$ cat config.mk
export PLATFORM = sky130hd
export DESIGN_NAME = pfpc_front
export DESIGN_NICKNAME = d
export VERILOG_FILES = /design/src/hw/rtl/pfpc_pkg.sv /design/src/hw/rtl/pfpc_front.sv
export SDC_FILE = /design/constraint.sdc
export NUM_CORES = 1
export LEC_CHECK = 0
export BUFFER_PORTS_ARGS = -buffer_cell sky130_fd_sc_hd__buf_2
export CAP_MARGIN = 20
export CORE_ASPECT_RATIO = 0.6
export CORE_MARGIN = 2
export CORE_UTILIZATION = 52
export CTS_CLUSTER_DIAMETER = 150
export DETAILED_ROUTE_END_ITERATION = 8
export PLACE_DENSITY_LB_ADDON = 0.2
export SYNTH_ARGS = -nofsm -noshare
export SYNTH_HDL_FRONTEND = slang
export SYNTH_SLANG_ARGS = --single-unit
$ cat constraint.sdc
create_clock -name clk_i -period 2.8 [get_ports clk_i]
set_input_delay 0.7 -clock clk_i [delete_from_list [all_inputs] [get_ports clk_i]]
set_output_delay 0.7 -clock clk_i [all_outputs]
set_load 0.02 [all_outputs]
$ cat src/hw/rtl/pfpc_pkg.sv
// Types and constants shared by the post frame parser and checker.
package pfpc_pkg;

  localparam int unsigned FrameCountLimitDef = 8191;
  localparam int unsigned QueueDepthDef      = 2;

  localparam int unsigned AddrW  = 5;
  localparam int unsigned DataW  = 32;
  localparam int unsigned FrameW = 13;
  localparam int unsigned LenW   = 8;
  localparam int unsigned SizeW  = 14;

  localparam logic [SizeW-1:0] SizeSat = 14'd8192;

  localparam int unsigned FixedBytes  = 44;
  localparam int unsigned SenderStart = 17;
  localparam int unsigned SeqStart    = 33;
  localparam int unsigned LenStart    = 41;
  localparam int unsigned IdBytes     = 16;
  localparam int unsigned TimeBytes   = 8;

  localparam logic [LenW-1:0] FlagReply = 8'h01;
  localparam logic [LenW-1:0] FlagTime  = 8'h02;

  localparam logic [FrameW-1:0] MinFrameRst   = 13'd44;
  localparam logic [FrameW-1:0] MaxFrameRst   = 13'd4658;
  localparam logic [LenW-1:0]   MaxLenRst     = 8'd255;

  typedef enum logic [3:0] {
    SecFlags    = 4'd0,
    SecMsgId    = 4'd1,
    SecSenderId = 4'd2,
    SecSeq      = 4'd3,
    SecUidLen   = 4'd4,
    SecBodyLen  = 4'd5,
    SecMcount   = 4'd6,
    SecUid      = 4'd7,
    SecBody     = 4'd8,
    SecMention  = 4'd9,
    SecReply    = 4'd10,
    SecTime     = 4'd11,
    SecExcess   = 4'd12
  } section_e;

  typedef enum logic [1:0] {
    StatusOk     = 2'd0,
    StatusSize   = 2'd1,
    StatusFlags  = 2'd2,
    StatusLength = 2'd3
  } status_e;

  typedef enum logic [2:0] {
    RegMinFrame   = 3'd0,
    RegMaxFrame   = 3'd1,
    RegMaxUid     = 3'd2,
    RegMaxBody    = 3'd3,
    RegMaxMention = 3'd4
  } reg_idx_e;

  typedef struct packed {
    logic [FrameW-1:0] min_frame;
    logic [FrameW-1:0] max_frame;
    logic [LenW-1:0]   max_uid;
    logic [LenW-1:0]   max_body;
    logic [LenW-1:0]   max_mention;
  } cfg_t;

  typedef struct packed {
    logic [7:0]       data;
    section_e         section;
    logic [7:0]       offset;
    logic [7:0]       midx;
    logic             last;
    logic [SizeW-1:0] size;
    logic [LenW-1:0]  flags;
    logic [LenW-1:0]  uid_len;
    logic [LenW-1:0]  body_len;
    logic [LenW-1:0]  mcount;
  } item_t;

endpackage

$ cat src/hw/rtl/pfpc_front.sv
// Front end: byte counter, header capture and section tagging.
module pfpc_front #(
  parameter int unsigned FrameCountLimit = pfpc_pkg::FrameCountLimitDef
) (
  input  logic            clk_i,
  input  logic            rst_ni,
  input  logic            accept_i,
  input  logic [7:0]      frame_byte_i,
  input  logic            is_last_i,
  output pfpc_pkg::item_t item_o
);
  import pfpc_pkg::*;

  localparam int unsigned CntW = $clog2(FrameCountLimit + 1);
  localparam logic [CntW-1:0] CntMax    = CntW'(FrameCountLimit);
  localparam logic [CntW-1:0] PosSender = CntW'(SenderStart);
  localparam logic [CntW-1:0] PosSeq    = CntW'(SeqStart);
  localparam logic [CntW-1:0] PosUid    = CntW'(LenStart);
  localparam logic [CntW-1:0] PosBody   = CntW'(LenStart + 1);
  localparam logic [CntW-1:0] PosMcount = CntW'(LenStart + 2);
  localparam logic [CntW-1:0] PosFixed  = CntW'(FixedBytes);
  localparam logic [CntW:0]   SizeSatW  = (CntW + 1)'(SizeSat);
  localparam logic [7:0]      IdLen     = 8'(IdBytes);
  localparam logic [7:0]      TimeLen   = 8'(TimeBytes);
  localparam logic [3:0]      IdLast    = 4'(IdBytes - 1);

  logic [CntW-1:0] cnt_q, cnt_d;
  logic [LenW-1:0] flags_q, flags_d, uid_q, uid_d, body_q, body_d, mcount_q, mcount_d;
  section_e        wsec_q, wsec_d;
  logic [7:0]      woff_q, woff_d, wmidx_q, wmidx_d;

  logic            reply_en, time_en, stay;
  section_e        eff_sec, sec;
  logic [7:0]      off, midx;
  logic [CntW:0]   size_wide;
  logic [SizeW-1:0] size;

  assign reply_en = (flags_q & FlagReply) != '0;
  assign time_en  = (flags_q & FlagTime) != '0;

  always_comb begin
    stay = ((wsec_q == SecUid) && (woff_q < uid_q)) ||
           ((wsec_q == SecBody) && (woff_q < body_q)) ||
           ((wsec_q == SecMention) && (wmidx_q < mcount_q)) ||
           ((wsec_q == SecReply) && reply_en && (woff_q < IdLen)) ||
           ((wsec_q == SecTime) && time_en && (woff_q < TimeLen)) ||
           (wsec_q == SecExcess);
    if (stay) begin
      eff_sec = wsec_q;
    end else if ((wsec_q < SecBody) && (body_q != '0)) begin
      eff_sec = SecBody;
    end else if ((wsec_q < SecMention) && (mcount_q != '0)) begin
      eff_sec = SecMention;
    end else if ((wsec_q < SecReply) && reply_en) begin
      eff_sec = SecReply;
    end else if ((wsec_q < SecTime) && time_en) begin
      eff_sec = SecTime;
    end else begin
      eff_sec = SecExcess;
    end
  end

  always_comb begin
    off  = '0;
    midx = '0;
    if (cnt_q == '0) begin
      sec = SecFlags;
    end else if (cnt_q < PosSender) begin
      sec = SecMsgId;
      off = 8'(cnt_q - CntW'(1));
    end else if (cnt_q < PosSeq) begin
      sec = SecSenderId;
      off = 8'(cnt_q - PosSender);
    end else if (cnt_q < PosUid) begin
      sec = SecSeq;
      off = 8'(cnt_q - PosSeq);
    end else if (cnt_q == PosUid) begin
      sec = SecUidLen;
    end else if (cnt_q == PosBody) begin
      sec = SecBodyLen;
    end else if (cnt_q == PosMcount) begin
      sec = SecMcount;
    end else begin
      sec = eff_sec;
      if (stay) begin
        off = woff_q;
        if (eff_sec == SecMention) begin
          midx = wmidx_q;
        end
      end
    end
  end

  assign size_wide = {1'b0, cnt_q} + (CntW + 1)'(1);
  assign size      = (size_wide > SizeSatW) ? SizeSat : size_wide[SizeW-1:0];

  always_comb begin
    cnt_d    = cnt_q;
    flags_d  = flags_q;
    uid_d    = uid_q;
    body_d   = body_q;
    mcount_d = mcount_q;
    wsec_d   = wsec_q;
    woff_d   = woff_q;
    wmidx_d  = wmidx_q;
    if (cnt_q == '0) flags_d = frame_byte_i;
    if (cnt_q == PosUid) uid_d = frame_byte_i;
    if (cnt_q == PosBody) body_d = frame_byte_i;
    if (cnt_q == PosMcount) mcount_d = frame_byte_i;
    if (cnt_q < CntMax) cnt_d = cnt_q + CntW'(1);
    if ((cnt_q >= PosFixed) && (cnt_q != CntMax)) begin
      if (stay) begin
        if (wsec_q == SecMention) begin
          if (woff_q[3:0] == IdLast) begin
            woff_d  = '0;
            wmidx_d = wmidx_q + 8'd1;
          end else begin
            woff_d = woff_q + 8'd1;
          end
        end else if (woff_q != 8'hFF) begin
          woff_d = woff_q + 8'd1;
        end
      end else begin
        wsec_d  = eff_sec;
        woff_d  = 8'd1;
        wmidx_d = '0;
      end
    end
  end

  always_ff @(posedge clk_i or negedge rst_ni) begin
    if (!rst_ni) begin
      cnt_q    <= '0;
      flags_q  <= '0;
      uid_q    <= '0;
      body_q   <= '0;
      mcount_q <= '0;
      wsec_q   <= SecUid;
      woff_q   <= '0;
      wmidx_q  <= '0;
    end else if (accept_i) begin
      if (is_last_i) begin
        cnt_q    <= '0;
        flags_q  <= '0;
        uid_q    <= '0;
        body_q   <= '0;
        mcount_q <= '0;
        wsec_q   <= SecUid;
        woff_q   <= '0;
        wmidx_q  <= '0;
      end else begin
        cnt_q    <= cnt_d;
        flags_q  <= flags_d;
        uid_q    <= uid_d;
        body_q   <= body_d;
        mcount_q <= mcount_d;
        wsec_q   <= wsec_d;
        woff_q   <= woff_d;
        wmidx_q  <= wmidx_d;
      end
    end
  end

  always_comb begin
    item_o.data     = frame_byte_i;
    item_o.section  = sec;
    item_o.offset   = off;
    item_o.midx     = midx;
    item_o.last     = is_last_i;
    item_o.size     = size;
    item_o.flags    = flags_d;
    item_o.uid_len  = uid_d;
    item_o.body_len = body_d;
    item_o.mcount   = mcount_d;
  end

endmodule

# After elaboration in Yosys (flattened, before gate mapping)
# Cells that the tools add are included.
[op_classes]
n_addsub = 7
multipliers = 0
div_mod_pow = 0
order_cmp = 15
eq_ne = 17
shift = 0
muxes = 54
bitwise_logic = 0
reduce_logical = 26
[ops]
columns = ["operator", "n"]
rows = [
  ["$mux 8", 36],
  ["$mux 4", 12],
  ["$eq 13x6->1 const B", 3],
  ["$eq 4x4->1 const B", 7],
  ["$lt 13x6->1 const B", 2],
  ["$mux 13", 2],
  ["$lt 8x8->1", 3],
  ["$add 8x1->8 const B", 2],
  ["$lt 4x4->1 const B", 4],
  ["$reduce_bool 8->1", 2],
  ["$add 13x1->14 const B", 1],
  ["$gt 14x14->1 const B", 1],
  ["$mux 14", 1],
  ["$add 13x1->13 const B", 1],
  ["$ge 13x6->1 const B", 1],
  ["$logic_not 13->1", 1],
  ["$lt 13x13->1 const B", 1],
  ["$lt 13x5->1 const B", 1],
  ["$ne 13x13->1 const B", 1],
  ["$logic_and 1x1->1", 12],
  ["$mux 3", 3],
  ["$lt 8x4->1 const B", 1],
  ["$lt 8x5->1 const B", 1],
  ["$ne 8x8->1 const B", 1],
  ["other kinds (12)", 19],
]
[word_totals]
reg_bits = 65
latchBits = 0
ram_bits = 0
mem_bits_ro = 0
inputBits = 12
out_inout_bits = 75
elab_cells = 127
memories = 0

# Depth between registers and ports, before layout
[logic_depth]
depth_word = 18
ltp_mapped = 11
mapped_depth_nobuf = 9

# Worst setup path before layout
# No wires, ideal clock.
[synth_path]
path_type = "register -> output"
from = "register mcount_q[1]"
to = "output port item_o[51] (netlist bit)"
arrival_ps = 2396
required_ps = 2100
setup_slack_ps = -296
stages_incl_launch_ff = 12
path_buffers = 2
path_cell_list = "dfrtp_1 -> inv_1 -> ha_1 -> or3b_1 -> o2111ai_1 -> a31oi_1 -> a2111o_1 -> nand2_1 -> and2_1 -> buf_2 -> buf_4 -> and3_1"
[synth_lines]
columns = ["item", "line_no", "source"]
rows = [
  ["from (decl)", "pfpc_front.sv:28", "logic [LenW-1:0] flags_q, flags_d, uid_q, uid_d, body_q, body_d, mcount_q, mcount_d;"],
  ["from (signal assigned)", "pfpc_front.sv:156", "mcount_q <= mcount_d;"],
  ["to (decl)", "pfpc_front.sv:10", "output pfpc_pkg::item_t item_o"],
]

==> qor.csv <==
stage,metric,value,unit
critical_path,r2r-end,woff_q[5],
logic_synthesis,syn_nets,596,
final_layout,drive_gt1_share,48.9,%
critical_path,worst_setup_path_start_kind,register,
detailed_routing,via_count,5649,
outcome,status,"finished, violations left",
power_and_ir_drop,vdd_drop_max,0.421,mV
logic_synthesis,synth_cells,555,
logic_synthesis,synthFlopType,dfrtp_1,
critical_path,arrival,2.91,ns
timing,slew_headroom,47.9,%
die,initial_core_util,53.4,%
logic_synthesis,synth_top_family_by_area,compound AO/OA/AOI/OAI gates,
timing,whs,0.314,ns
logic_synthesis,synth.area.mux_share,6.17,%
timing,period_share,129,%
timing,max_freq,277,MHz
die,rows,27,
die,die_area,10200,um2
global_route,grt_remaining_overflow,0,
global_route,grt_pass1_wl,29.1,mm
final_layout,sequential_cell_area,1630,um2
final_layout,fillers,514,
flow_run,drv_cap,0,
critical_path,worstReg2RegStart,woff_q[5],
place,port_buffers,86,
cts,cts_hold_buf,0,
die,fp.dieW,129,um
critical_path,crit_end,item_o[63],
final_layout,layout_common_cells,"133 x buf_4, 59 x dfrtp_1, 59 x buf_6, 44 x nand2_1",
place,dp_slack,-0.347,ns
logic_synthesis,syn_area,4890,um2
timing,period_minus_slack,3.61,ns
critical_path,crit_type,reg2out,
die,core,9160,um2
logic_synthesis,ys_types,63,
cts,numCtsBuffers,9,
die,pin_count,87,
final_layout,multi_input_area,3330,um2
cts,cts_tree,done,
timing,finClkSkew,0.00807,ns
critical_path,cp-startpoint,woff_q[5],
logic_synthesis,yosysSeqAreaShare,33.4,%
detailed_routing,wl_per_cell,22.1,um
critical_path,reg2reg_setup_slack,-0.15,ns
cts,clock_path_buffers,2,
logic_synthesis,synthAdderAreaFrac,7.42,%
timing,setup_viol_count_final,60,
final_layout,area_growth,55.2,%
cts,clk_pin_slew,0.06,ns
detailed_routing,wl,19.9,mm
detailed_routing,drt-pass1-iter-count,6,
cts,cts-root-buf,clkbuf_16,
cts,clock_latency,0.34,ns
timing,rsz0062_at_grt,yes,
critical_path,critPathRequiredTime,2.10,ns
logic_synthesis,synth_area_per_cell,8.81,um2
logic_synthesis,synth-edff-count,0,
critical_path,worstSetupEndpointType,output port,
cts,cts.sinks,65,
detailed_routing,drt_iter0_drc,752,
global_route,track_usage,38.0,%
timing,hold_viol_final,0,
hold_path,hp-class,in2async,
outcome,violations,negative setup slack,
detailed_routing,vias_per_cell,6.29,
logic_synthesis,synth_compound_area_share,23.7,%
power_and_ir_drop,leakage,3.62,nW
timing,drv_slew,0,
logic_synthesis,synth_area_leader_cell,dfrtp_1,
logic_synthesis,ys_async_sr_fraction,100,%
detailed_routing,antenna_left,0,
logic_synthesis,yosys.area_share.simple,20.1,%
critical_path,critical_path_peak_fanout,3,
logic_synthesis,ys_seq_elements,65,
die,die_h,79.1,um
global_route,antenna_found_initial,0,
global_route,grt_max_degree,27,
global_route,grt_pass1_vias,5185,
critical_path,ff2ff_path_depth,9,
final_layout,finalNetCount,803,
logic_synthesis,yosys_warnings,0,
logic_synthesis,synth.area.top_cells,"dfrtp_1 32%, ha_1 7.4%, a22o_1 6.5%",
place,post-dp-hpwl,12.8,mm
timing,fin_tns_setup,-26.77,ns
place,gp_routability_congestion,0.997,
logic_synthesis,synth_xor_area_share,2.15,%
power_and_ir_drop,pwr_density_cell,377,nW/um2
detailed_routing,drc,0,
final_layout,final_common_cell,buf_4,
timing,fin_ws,-0.814,ns
cts,ctsHtreeMaxLevel,3,
timing,worst_pin_slew,0.777,ns
logic_synthesis,synth_top_cell_area_share,31.7,%
where the power goes:
part	switching (mW)	internal, mW
Combinational	0.403	0.356
Clock	0.457	0.625
Sequential	0.0478	0.976
Total	0.907	1.96
worst min path at each step:
stage	start	endpoint	slack, ns	cells past startpoint
2_1_floorplan	rst_ni	body_q[0]	0.40	0
3_3_place_gp	flags_q[2]	flags_q[2]	0.48	1
3_5_place_dp	flags_q[6]	flags_q[6]	0.49	1
4_1_cts	rst_ni	body_q[4]	0.33	1
5_1_grt	rst_ni	flags_q[6]	0.35	1
6_report	rst_ni	uid_q[4]	0.31	1
cell families (layout without fill, tap and decap cells):
| kind of cell | count (synthesis) | count (layout) |
|---|---|---|
| XOR/XNOR | 12 | 12 |
| flip-flops | 65 | 65 |
| adder cells (fa/ha/maj) | 29 | 29 |
| AO/OA/AOI/OAI | 161 | 161 |
| buffers and inverters | 73 | 285 |
| other | 0 | 1 |
| multiplexers | 27 | 27 |
| AND/OR/NAND/NOR | 188 | 188 |
state kept, by name, indices dropped and copies added, names as in the netlist:
register / flops
cnt_q: 13
body_q: 8
flags_q: 8
mcount_q: 8
uid_q: 8
wmidx_q: 8
woff_q: 8
wsec_q: 4
final cells by class:
cell class,count,share of cell area [%]
Inverter,36,1.81
Multi-Input combinational cell,417,43.9
Tap cell,130,2.14
Sequential cell,65,21.5
Clock inverter,6,0.561
Antenna cell,1,0.0330
Clock buffer,10,3.15
Timing Repair Buffer,233,26.9
synth_stat cells (4+ instances only):
cell type / n
dfrtp_1: 62
nand2_1: 56
nor2_1: 42
o21ai_0: 39
a22o_1: 36
inv_1: 36
ha_1: 29
mux2_2: 25
a21oi_1: 23
and3_1: 17
clkbuf_1: 15
nand3_1: 13
buf_4: 11
nor2b_1: 8
buf_2: 7
nand4_1: 7
o31ai_1: 7
a211oi_1: 6
and2_1: 6
nor4_1: 6
o21a_1: 6
o22ai_1: 6
xnor2_1: 6
xor2_1: 6
nor3_1: 5
or4_1: 5
a31oi_1: 4
a32o_1: 4
nand2b_1: 4
o2bb2ai_1: 4
layer usage:
layer	track usage, %	wire length, um	share of wire (%)
met1	54.0	8500	43
met2	54.3	8490	43
met3	14.4	2410	12
met4	10.0	488	2.5
met5	0	0	0
what timing repair did:
action                     4_1_cts  5_1_grt
gates cloned                     3        0
gates resized for setup        160       52
setup endpoints to repair       57       62
pin swaps                       23        7
setup buffers                   15       11
through the flow:
step	total power [mW]	instances	cell area (um2)	utilization, %
2_1_floorplan	1.38	555	4950	-
3_3_place_gp	1.60	854	6290	68.7
3_5_place_dp	1.62	854	6290	68.7
4_1_cts	2.83	888	7320	80.0
5_1_grt	2.96	897	7580	82.8
6_report	2.86	898	7590	82.9
worst max-delay path, cell delays in order, from the launching register on:
cell and delay [ns]:
dfrtp_1 0.43, ha_1 0.34, a211oi_1 0.42, o2111ai_1 0.22, a21oi_2 0.24, and4b_1 0.22
mux2_4 0.26, o311a_4 0.31, buf_6 0.13
No activity file was read; power rests on OpenSTA's default activity.
